$ cat src/hdl/pidpc_pkg.sv
package pidpc_pkg;

    // Configuration register indexes.
    typedef enum logic [2:0] {
        REG_TARGET_POSITION = 3'd0,
        REG_GAIN_P          = 3'd1,
        REG_GAIN_I          = 3'd2,
        REG_GAIN_D          = 3'd3,
        REG_WINDUP_LIMIT    = 3'd4
    } cfg_reg_t;

    localparam int CFG_INDEX_W = 3;
    localparam int CFG_DATA_W  = 32;

    // Windup limit after reset: 40.0 in Q16.16.
    localparam logic [30:0] WINDUP_RESET = 31'd2621440;

    // The full PID sum is an exact Q.32 value that fits in 82 bits.
    localparam int SUM_W  = 82;
    localparam int FRAC_W = 32;
    localparam int INT_W  = SUM_W - FRAC_W;

    localparam int POWER_LIMIT = 100;

    // Error, updated integral and derivative of one sample.
    typedef struct packed {
        logic signed [31:0] err;
        logic signed [47:0] integ;
        logic signed [32:0] deriv;
    } front_t;

endpackage

$ cat src/hdl/pidpc_limit.sv
module pidpc_limit (
    input  logic                              aclk,
    input  logic                              aresetn,
    input  logic                              in_valid,
    output logic                              in_ready,
    input  logic signed [pidpc_pkg::SUM_W-1:0] in_sum,
    output logic                              out_valid,
    input  logic                              out_ready,
    output logic signed [7:0]                 drive_power,
    output logic                              power_saturated
);
    import pidpc_pkg::*;

    localparam logic signed [INT_W-1:0] LIM_HI = INT_W'(POWER_LIMIT);
    localparam logic signed [INT_W-1:0] LIM_LO = -LIM_HI;

    logic                    v6_reg;
    logic                    round_up;
    logic signed [INT_W-1:0] trunc;
    logic                    sat_hi, sat_lo;
    logic signed [7:0]       power_reg, power_next;
    logic                    sat_reg, sat_next;

    // Truncation toward zero: a negative value with a fraction moves up by one.
    assign round_up = in_sum[SUM_W-1] && (in_sum[FRAC_W-1:0] != '0);
    assign trunc    = $signed(in_sum[SUM_W-1:FRAC_W])
                    + $signed({{(INT_W-1){1'b0}}, round_up});
    assign sat_hi   = trunc > LIM_HI;
    assign sat_lo   = trunc < LIM_LO;

    always_comb begin
        sat_next = sat_hi || sat_lo;
        if (sat_hi) begin
            power_next = LIM_HI[7:0];
        end else if (sat_lo) begin
            power_next = LIM_LO[7:0];
        end else begin
            power_next = trunc[7:0];
        end
    end

    assign in_ready = !v6_reg || out_ready;

    always_ff @(posedge aclk) begin
        if (!aresetn) begin
            v6_reg <= 1'b0;
        end else if (in_ready) begin
            v6_reg <= in_valid;
        end
    end

    always_ff @(posedge aclk) begin
        if (in_valid && in_ready) begin
            power_reg <= power_next;
            sat_reg   <= sat_next;
        end
    end

    assign out_valid       = v6_reg;
    assign drive_power     = power_reg;
    assign power_saturated = sat_reg;

    a_power_range: assert property (@(posedge aclk) disable iff (!aresetn)
        out_valid |-> (drive_power <= $signed(LIM_HI[7:0])
                       && drive_power >= $signed(LIM_LO[7:0])))
        else $error("drive power outside the percent range");

    a_sat_at_limit: assert property (@(posedge aclk) disable iff (!aresetn)
        (out_valid && power_saturated) |->
            (drive_power == LIM_HI[7:0] || drive_power == LIM_LO[7:0]))
        else $error("saturated result not at the limit");

endmodule

$ cat config.mk
export PLATFORM = sky130hd
export DESIGN_NAME = pidpc_limit
export DESIGN_NICKNAME = d
export VERILOG_FILES = /design/src/hdl/pidpc_pkg.sv /design/src/hdl/pidpc_limit.sv
export SDC_FILE = /design/constraint.sdc
export NUM_CORES = 1
export LEC_CHECK = 0
export ABC_CLOCK_PERIOD_IN_PS = 9300
export BUFFER_PORTS_ARGS = -buffer_cell sky130_fd_sc_hd__buf_2
export CORE_ASPECT_RATIO = 0.7
export CORE_MARGIN = 2
export CORE_UTILIZATION = 23
export CTS_BUF_LIST = sky130_fd_sc_hd__clkbuf_2
export DETAILED_ROUTE_END_ITERATION = 7
export GPL_TIMING_DRIVEN = 0
export PLACE_DENSITY = 0.46
export SYNTH_ARGS = -nofsm -noshare
export SYNTH_HDL_FRONTEND = slang
export SYNTH_SLANG_ARGS = --single-unit
$ cat constraint.sdc
create_clock -name aclk -period 9.3 [get_ports aclk]
set_input_delay 2.325 -clock aclk [delete_from_list [all_inputs] [get_ports aclk]]
set_output_delay 2.325 -clock aclk [all_outputs]
set_load 0.1 [all_outputs]
==> impl_metrics.py <==
metrics = {
    "detailed_routing": {
        "ant_nets": 0,
        "first_iter_violations": 257,
        "wire_per_inst_um": 16.5,
        "drc": 0,
        "vias": 2768,
        "drt_first_pass_iters": 5,
        "viasPerCell": 5.28,
        "postRouteWirelength_mm": 8.65,
    },
    "worst_setup_path": {
        "arrival_ps": 5510,
        "worst_ep_required_time_ps": 9290,
        "worstPathMaxFanout": 10,
        "cp-start-kind": "input pin",
        "slowest_stage": "nor3_1",
        "crit_type": "in -> reg",
        "endpoint_kind": "register",
        "slowest_delay_ps": 420,
        "crit_chain": "buf_2, nor4_1, nand4_1, o21a_1, ha_1, buf_2, nand4_2, nor3_1, mux2_2, o21ai_0, o2111ai_1, nor4_1, and4_1, nand3_2, and2_1",
    },
    "yosys": {
        "syn_inst": 304,
        "yosysWarnings": 0,
        "syn_area_per_cell_um2": 7.74,
        "syn_area_um2": 2350,
        "syn-num-nets": 392,
        "synth-seq-cells": 10,
        "ys_seq_area_share_pct": 12.3,
        "synth.distinct_cells": 60,
        "synth-edff-count": 9,
        "synth_ff_type": "edfxtp_1",
        "synthArstFlopShare_pct": 0,
    },
    "grt": {
        "grt_pass1_vias": 2411,
        "grt_max_degree": 11,
        "antenna_found_initial": 0,
        "grtUsageTotal_pct": 14.7,
        "grt_first_pass_wirelength_mm": 13.1,
        "grt.overflow.total": 0,
    },
    "floorplanning": {
        "start_util_pct": 23.9,
        "die_x_um": 125,
        "die_h_um": 88.6,
        "die_area_um2": 11100,
        "core_area_um2": 9830,
        "io_pins": 97,
        "rows": 30,
    },
    "timing": {
        "final.period_utilization_pct": 59.3,
        "slew_violations": 0,
        "fmax_mhz": 181,
        "slew_headroom_pct": 60.4,
        "min_period_ps": 5510,
        "tightest_slew_ps": 588,
        "hold_viol": 0,
        "tns_ps": 0,
        "setup_violations": 0,
        "rsz0062_at_grt": "false",
        "clock-skew-final_ps": 8.73,
    },
    "min_path": {
        "hp-class": "reg -> reg",
    },
    "place": {
        "port_buffers": 88,
        "gp_congestion": 0.843,
        "hpwl_mm": 7.20,
        "placement.cell_area_um2": 2950,
    },
    "run": {
        "maxCapViolCount": 0,
    },
    "power": {
        "power_frac_seq_pct": 29.9,
        "power_frac_clock_pct": 14.4,
        "ir_drop_mv": 0.0858,
        "p_leak_nw": 1.11,
        "p_int_uw": 96.0,
        "power_density_nw_per_um2": 58.8,
        "switching_share_pct": 45.1,
        "p_total_uw": 175,
        "power.share.combinational_pct": 55.7,
        "switchingPower_uw": 78.9,
    },
    "clocking": {
        "cts_hold_buf": 0,
        "insertion_delay_ps": 240,
        "clk_root_buffer_cell": "clkbuf_2",
        "cts_tree": "done",
        "cts_buffers": 3,
        "clock_sinks": 10,
        "postCtsSetupBuffers": 0,
        "cts-htree-levels": 1,
        "clockBufferDepth": 2,
        "cts.clk_slew.worst_paths_ps": 90,
        "cts_resized": 0,
    },
    "status": {
        "outcome": "finished clean",
    },
    "cells_and_area": {
        "finalInstanceArea_um2": 2970,
        "drive_gt1_share_pct": 32.8,
        "num-nets-final": 485,
        "antenna_cells": 0,
        "final_cell_mix": "buf_2, nand4_1, xnor2_1",
        "syn2layout_area_growth_pct": 26.4,
        "layout_commonest_cell": "buf_2",
    },
}
## per-stage QoR
step / utilization (%) / setup WS, ps / hold WS, ps / cells
5_1_grt: 30.2 / 3510 / 581 / 524
4_1_cts: 30.2 / 3810 / 540 / 524
3_5_place_dp: 30.0 / 3550 / 527 / 520
2_1_floorplan: - / 3880 / 1780 / 304
6_report: 30.2 / 3790 / 536 / 524
3_3_place_gp: 30.0 / 3510 / 503 / 520
## per-layer routing
layer	part of all wire, %	GRT usage [%]	up-vias
met5	0	0	-
met4	0.32	1.92	0
met3	6.0	2.06	2
met2	39	19.7	83
met1	55	24.5	1294
li1	-	-	1389
## state kept, by name, summed over array words and instances (netlist names)
register         flops
out_valid            1
power_saturated      1
drive_power          8
## synthesized netlist by cell type, types with 3 or more instances
library cell	number	share of area, %
a31oi_1	3	0.80
inv_1	6	0.96
clkbuf_1	3	0.48
nand3_1	19	4.0
a21oi_1	10	2.1
nor3b_1	5	1.6
nor4_2	4	2.1
o21a_1	4	1.3
and4_1	10	3.7
xor2_1	14	5.2
o22ai_1	3	0.80
xnor2_1	23	8.6
nor4_1	13	3.5
nand4b_1	3	1.1
nor2_1	18	2.9
o21ai_0	8	1.7
nand4_1	25	6.6
buf_2	10	2.1
nor3_1	9	1.9
nor4b_1	4	1.5
and3_1	11	2.9
nand3_2	3	1.3
nand2_1	21	3.3
nand4_2	3	1.6
and2_1	6	1.6
edfxtp_1	9	11
nand3b_1	3	0.96
nand4_4	3	2.7
nand2b_1	4	1.1
nor4_4	5	4.5
## layout make-up
cell class                      instances  area [µm²]
Fill cell                            1090        6860
Multi-Input combinational cell        272        1960
Timing Repair Buffer                   88         440
Sequential cell                        10         290
Tap cell                              128         160
Buffer                                 16        81.3
Inverter                                6        22.5
Clock buffer                            4        20.0
## power groups by stage
stage,combinational (mW),clock (mW),sequential (mW)
floorplan,0.0411,0,0.0697
global placement,0.0963,0,0.0533
detailed placement,0.0964,0,0.0531
CTS,0.0970,0.0263,0.0523
global route,0.105,0.0278,0.0525
finish,0.0973,0.0253,0.0523
## cell families after synthesis
family,share of synthesized area (%)
AO/OA/AOI/OAI,15.4
XOR/XNOR,13.8
buffers and inverters,4.41
multiplexers,1.81
AND/OR/NAND/NOR,51.2
flip-flops,12.3
adder cells (fa/ha/maj),1.06
## critical path: cells and delay by family
kind,cells,cell delay [ps]
AOI/OAI and AO/OA,3,730
adders and majority gates,1,160
buffers and inverters,2,290
muxes,1,390
and+or+nand+nor,8,1630
## final timing paths
| kind | from | to | slack, ps | cells after the start |
|---|---|---|---|---|
| setup reg to reg | out_valid$_SDFFE_PN0N_ | drive_power[1]$_SDFFCE_PP0P_ | 8190 | 2 |
| hold reg to reg | out_valid$_SDFFE_PN0N_ | out_valid$_SDFFE_PN0N_ | 540 | 2 |
| setup / recovery | in_sum[8] | power_saturated$_DFFE_PP_ | 3790 | 15 |
| hold / removal | out_valid$_SDFFE_PN0N_ | out_valid$_SDFFE_PN0N_ | 540 | 2 |
(Power assumes the default switching activity.)
