## config.mk

```make
export PLATFORM = sky130hd
export DESIGN_NAME = pidpc_front
export DESIGN_NICKNAME = d
export VERILOG_FILES = /design/src/hdl/pidpc_pkg.sv /design/src/hdl/pidpc_front.sv
export SDC_FILE = /design/constraint.sdc
export NUM_CORES = 1
export LEC_CHECK = 0
export BUFFER_PORTS_ARGS = -buffer_cell sky130_fd_sc_hd__buf_2
export CORE_AREA = 8 8 180 182
export CTS_CLUSTER_DIAMETER = 150
export CTS_CLUSTER_SIZE = 14
export DETAILED_ROUTE_END_ITERATION = 12
export DIE_AREA = 0 0 188 190
export HOLD_SLACK_MARGIN = 0.06
export PLACE_DENSITY = 0.86
export SLEW_MARGIN = 20
export SYNTH_ARGS = -nofsm -noshare
export SYNTH_HDL_FRONTEND = slang
export SYNTH_SLANG_ARGS = --single-unit
```

## constraint.sdc

```tcl
create_clock -name aclk -period 7.15 [get_ports aclk]
set_clock_uncertainty 0.15 [all_clocks]
set_input_delay 1.43 -clock aclk [delete_from_list [all_inputs] [get_ports aclk]]
set_output_delay 1.43 -clock aclk [all_outputs]
set_load 0.1 [all_outputs]
```

## src/hdl/pidpc_pkg.sv

```systemverilog
package pidpc_pkg;

    // Configuration register indexes.
    typedef enum logic [2:0] {
        REG_TARGET_POSITION = 3'd0,
        REG_GAIN_P          = 3'd1,
        REG_GAIN_I          = 3'd2,
        REG_GAIN_D          = 3'd3,
        REG_WINDUP_LIMIT    = 3'd4
    } cfg_reg_t;

    localparam int CFG_INDEX_W = 3;
    localparam int CFG_DATA_W  = 32;

    // Windup limit after reset: 40.0 in Q16.16.
    localparam logic [30:0] WINDUP_RESET = 31'd2621440;

    // The full PID sum is an exact Q.32 value that fits in 82 bits.
    localparam int SUM_W  = 82;
    localparam int FRAC_W = 32;
    localparam int INT_W  = SUM_W - FRAC_W;

    localparam int POWER_LIMIT = 100;

    // Error, updated integral and derivative of one sample.
    typedef struct packed {
        logic signed [31:0] err;
        logic signed [47:0] integ;
        logic signed [32:0] deriv;
    } front_t;

endpackage

```

## src/hdl/pidpc_front.sv

```systemverilog
module pidpc_front (
    input  logic                 aclk,
    input  logic                 aresetn,
    input  logic                 in_valid,
    output logic                 in_ready,
    input  logic signed [31:0]   in_position,
    input  logic signed [31:0]   target_position,
    input  logic [30:0]          windup_limit,
    output logic                 out_valid,
    input  logic                 out_ready,
    output pidpc_pkg::front_t    out_data
);
    import pidpc_pkg::*;

    logic               ready0, ready1, ready2;
    logic               v0_reg, v1_reg, v2_reg;
    logic signed [31:0] pos_reg;
    logic signed [31:0] err1_reg, err1_next;
    logic               clr1_reg, clr1_next;
    front_t             out_reg, out_next;
    logic signed [47:0] integ_reg;
    logic signed [31:0] prev_err_reg;

    logic signed [32:0] diff;
    logic [31:0]        err_mag;
    logic               windup;
    logic signed [48:0] integ_sum;
    logic signed [47:0] integ_sat;

    assign ready2   = !v2_reg || out_ready;
    assign ready1   = !v1_reg || ready2;
    assign ready0   = !v0_reg || ready1;
    assign in_ready = ready0;

    // Stage 1: saturated error and the zero and overshoot tests.
    always_comb begin
        diff = {target_position[31], target_position} - {pos_reg[31], pos_reg};
        if (diff[32] != diff[31]) begin
            err1_next = diff[32] ? 32'sh8000_0000 : 32'sh7FFF_FFFF;
        end else begin
            err1_next = diff[31:0];
        end
        // A negative difference means the position lies above the setpoint.
        clr1_next = diff[32] || (diff == '0);
    end

    // Stage 2: windup test, saturating integral and derivative.
    always_comb begin
        err_mag   = err1_reg[31] ? (32'd0 - 32'(err1_reg)) : 32'(err1_reg);
        windup    = err_mag > {1'b0, windup_limit};
        integ_sum = {integ_reg[47], integ_reg} + {{17{err1_reg[31]}}, err1_reg};
        if (integ_sum[48] != integ_sum[47]) begin
            integ_sat = integ_sum[48] ? {1'b1, 47'd0} : {1'b0, {47{1'b1}}};
        end else begin
            integ_sat = integ_sum[47:0];
        end
        out_next.err   = err1_reg;
        out_next.integ = (clr1_reg || windup) ? 48'sd0 : integ_sat;
        out_next.deriv = {err1_reg[31], err1_reg} - {prev_err_reg[31], prev_err_reg};
    end

    always_ff @(posedge aclk) begin
        if (!aresetn) begin
            v0_reg       <= 1'b0;
            v1_reg       <= 1'b0;
            v2_reg       <= 1'b0;
            integ_reg    <= '0;
            prev_err_reg <= '0;
        end else begin
            if (ready0) begin
                v0_reg <= in_valid;
            end
            if (ready1) begin
                v1_reg <= v0_reg;
            end
            if (ready2) begin
                v2_reg <= v1_reg;
            end
            // The loop state moves exactly once per sample, when it enters stage 2.
            if (v1_reg && ready2) begin
                integ_reg    <= out_next.integ;
                prev_err_reg <= err1_reg;
            end
        end
    end

    always_ff @(posedge aclk) begin
        if (in_valid && ready0) begin
            pos_reg <= in_position;
        end
        if (v0_reg && ready1) begin
            err1_reg <= err1_next;
            clr1_reg <= clr1_next;
        end
        if (v1_reg && ready2) begin
            out_reg <= out_next;
        end
    end

    assign out_valid = v2_reg;
    assign out_data  = out_reg;

    a_integ_clear: assert property (@(posedge aclk) disable iff (!aresetn)
        (v1_reg && ready2 && clr1_reg) |=> (integ_reg == 48'sd0))
        else $error("integral not cleared after zero error or overshoot");

    a_prev_err: assert property (@(posedge aclk) disable iff (!aresetn)
        (v1_reg && ready2) |=> (prev_err_reg == $past(err1_reg)))
        else $error("previous error not taken from the sample in stage 2");

endmodule

```

==> results.toml <==
[synth]
synth_enable_flop_cells = 178
ys_seq_area_frac = 0.411
synth_top_cell_area_share = 0.313
syn-num-nets = 2031
ys.flop_type = "edfxtp_1"
ys_types = 86
syn_area_sq_um = 17100
avgSynthCellArea_sq_um = 9.56
yosysWarnings = 0
synthCells = 1785
ys_async_sr_fraction = 0
synth_area_leaders = "edfxtp_1, ha_1, dfxtp_1"
synth_top_area_cell = "edfxtp_1"
synth-seq-cells = 261

[sta]
fmax_mhz = 172
fin_setup_tns_ns = 0
period_minus_slack_ns = 5.81
final.period_utilization = 0.812
worstMarginPinSlew_ns = 1.01
final-setup-viol-count = 0
hold_viol_final = 0
slew_viol_final = 0
rsz0062_at_grt = "no"
slew_headroom = 0.326
setup_ws_ns = 1.34

[clock_tree]
cts_tree = "built"
cts_resized = 0
clk_pin_slew_ns = 0.07
cts_made_buffers = 22
clk_latency_ns = 0.53
cts_root_buf = "clkbuf_16"
post-cts-setup-buffers = 0
cts_max_path_buffers = 3
htreeDepth = 1
cts_hold_buf = 0
clock_sinks = 261

[drt]
detail_route.vias_per_cell = 6.03
ant_nets = 0
firstDrtPassIters = 6
wire_per_inst_um = 20.0
routed_wl_mm = 47.5
drc = 0
vias = 14300
drt_iter0_drc = 1099

[final_layout]
layout_commonest_cell = "buf_2"
largest_reg_flops = 113
instances_no_fill = 2372
diodes = 0
area_growth_pct = 11.7
final_util = 0.648
drive_gt1_frac = 0.170
layout.nets = 2212
final_cell_mix = "buf_2, nand2_1, edfxtp_1"

[global_routing]
grt.overflow.total = 0
antenna_found_initial = 0
grt_pass1_wl_mm = 75.1
grt_pass1_vias = 14400
grt_max_degree = 75
grt.total_usage = 0.257

[floorplan]
fp-row-count = 63
die_y_um = 190
initial_utilization = 0.580
ios = 214
die_area_sq_um = 35700
die_w_um = 188
fp.coreArea_sq_um = 29400

[placement]
place_ws_ns = 1.47
io_buffers = 213
placedCellCount = 2331
gp_routability_congestion = 0.935
dp_hpwl_mm = 36.5

[status]
outcome = "finished, final reports clean"

[hold_path]
hold_class = "reg2reg"

[critical_path]
startpoint_type = "flip-flop"
cpPeakStageDelay_ns = 0.56
slowest_stage = "or2_2"
crit_chain = "nor4_1, nand2_1, or3_1, nand2b_1, nand2b_1, o41ai_1, xnor2_1, ha_1, nand4_1, nor3_1, and3_1, o21ai_0, a31oi_1, a211oi_1, o221ai_2, or3_1, or2_2, buf_4, o211ai_2"
crit_buf_inv = 1
critical_path_arrival_ns = 6.05
path_class = "reg2reg"
critPathMaxFanout = 26
cp_top_family = "simple AND/OR/NAND/NOR gates"
endpoint_kind = "flip-flop"
cp.required_ns = 7.39

[power_and_ir_drop]
power_density_nw_per_um2 = 230
power_mw = 4.37
ir_drop_v = 0.000211
leakagePower_nw = 7.87

[job]
maxCapViolations = 0
## final cells by class
cell class / instances / area, sq um
timing repair buffer: 223 / 1160
sequential: 261 / 7010
clock buffer: 39 / 636
tap: 390 / 488
multi-input combinational: 1315 / 9210
inverter: 143 / 539
clock inverter: 1 / 6.26
fill: 2357 / 10400
## power breakdown
group / total, mW / internal, mW / switching, mW
clock: 1.14 / 0.601 / 0.538
combinational: 1.40 / 0.468 / 0.928
sequential: 1.84 / 1.75 / 0.0897
## routing by layer
metal	share of wire	vias to the layer above	GRT usage
met3	0.067	117	0.0438
met4	0.037	0	0.0982
met2	0.48	555	0.450
met1	0.42	6811	0.312
li1	-	6818	-
met5	0	-	0
## cells by family after synthesis
kind of cell,count (synthesis),synth area share
AND/OR/NAND/NOR,532,0.149
flip-flops,261,0.411
buffers and inverters,209,0.0514
XOR/XNOR,118,0.0606
AO/OA/AOI/OAI,496,0.206
adder cells (fa/ha/maj),166,0.120
multiplexers,3,0.00183
## cells in the mapped netlist (10+ instances only)
master,count
a211o_1,12
a211oi_1,11
a21boi_0,37
a21o_1,51
a21oi_1,106
a31oi_1,17
and2_1,11
buf_2,23
clkbuf_1,33
dfxtp_1,83
edfxtp_1,178
ha_1,144
inv_1,141
maj3_1,19
nand2_1,190
nand2b_1,13
nand3_1,31
nand4_1,22
nor2_1,135
nor2_2,10
nor2_4,10
nor2b_1,13
nor3_1,29
o211ai_1,15
o21a_1,24
o21ai_0,61
o21ai_1,24
o21ai_2,21
o21bai_1,13
o31ai_1,19
or2_2,10
or3_1,13
xnor2_1,81
xor2_1,37
## worst paths after layout
check / startpoint / endpoint / slack, ns / cells past startpoint
setup reg to reg: err1_reg[2] / integ_reg[27] / 1.34 / 19
setup / recovery: err1_reg[2] / integ_reg[27] / 1.34 / 19
hold reg to reg: integ_reg[35] / integ_reg[35] / 0.32 / 2
hold / removal: integ_reg[35] / integ_reg[35] / 0.32 / 2
## worst reg2reg max path, stage by stage (launching register included)
cell and delay [ns]:
edfxtp_1 0.54, nor4_1 0.49, nand2_1 0.17, or3_1 0.46, nand2b_1 0.24, nand2b_1 0.24, o41ai_1 0.34, xnor2_1 0.12
ha_1 0.30, nand4_1 0.13, nor3_1 0.28, and3_1 0.22, o21ai_0 0.08, a31oi_1 0.17, a211oi_1 0.09, o221ai_2 0.28
or3_1 0.19, or2_2 0.56, buf_4 0.49, o211ai_2 0.12
## through the flow
stage	instance area [sq um]	hold slack (ns)
finish	19100	0.315
global route	19100	0.335
CTS	19000	0.315
detailed placement	18400	0.299
global placement	18400	0.291
floorplan	17100	0.280
No activity file was read; power rests on OpenSTA's default activity.
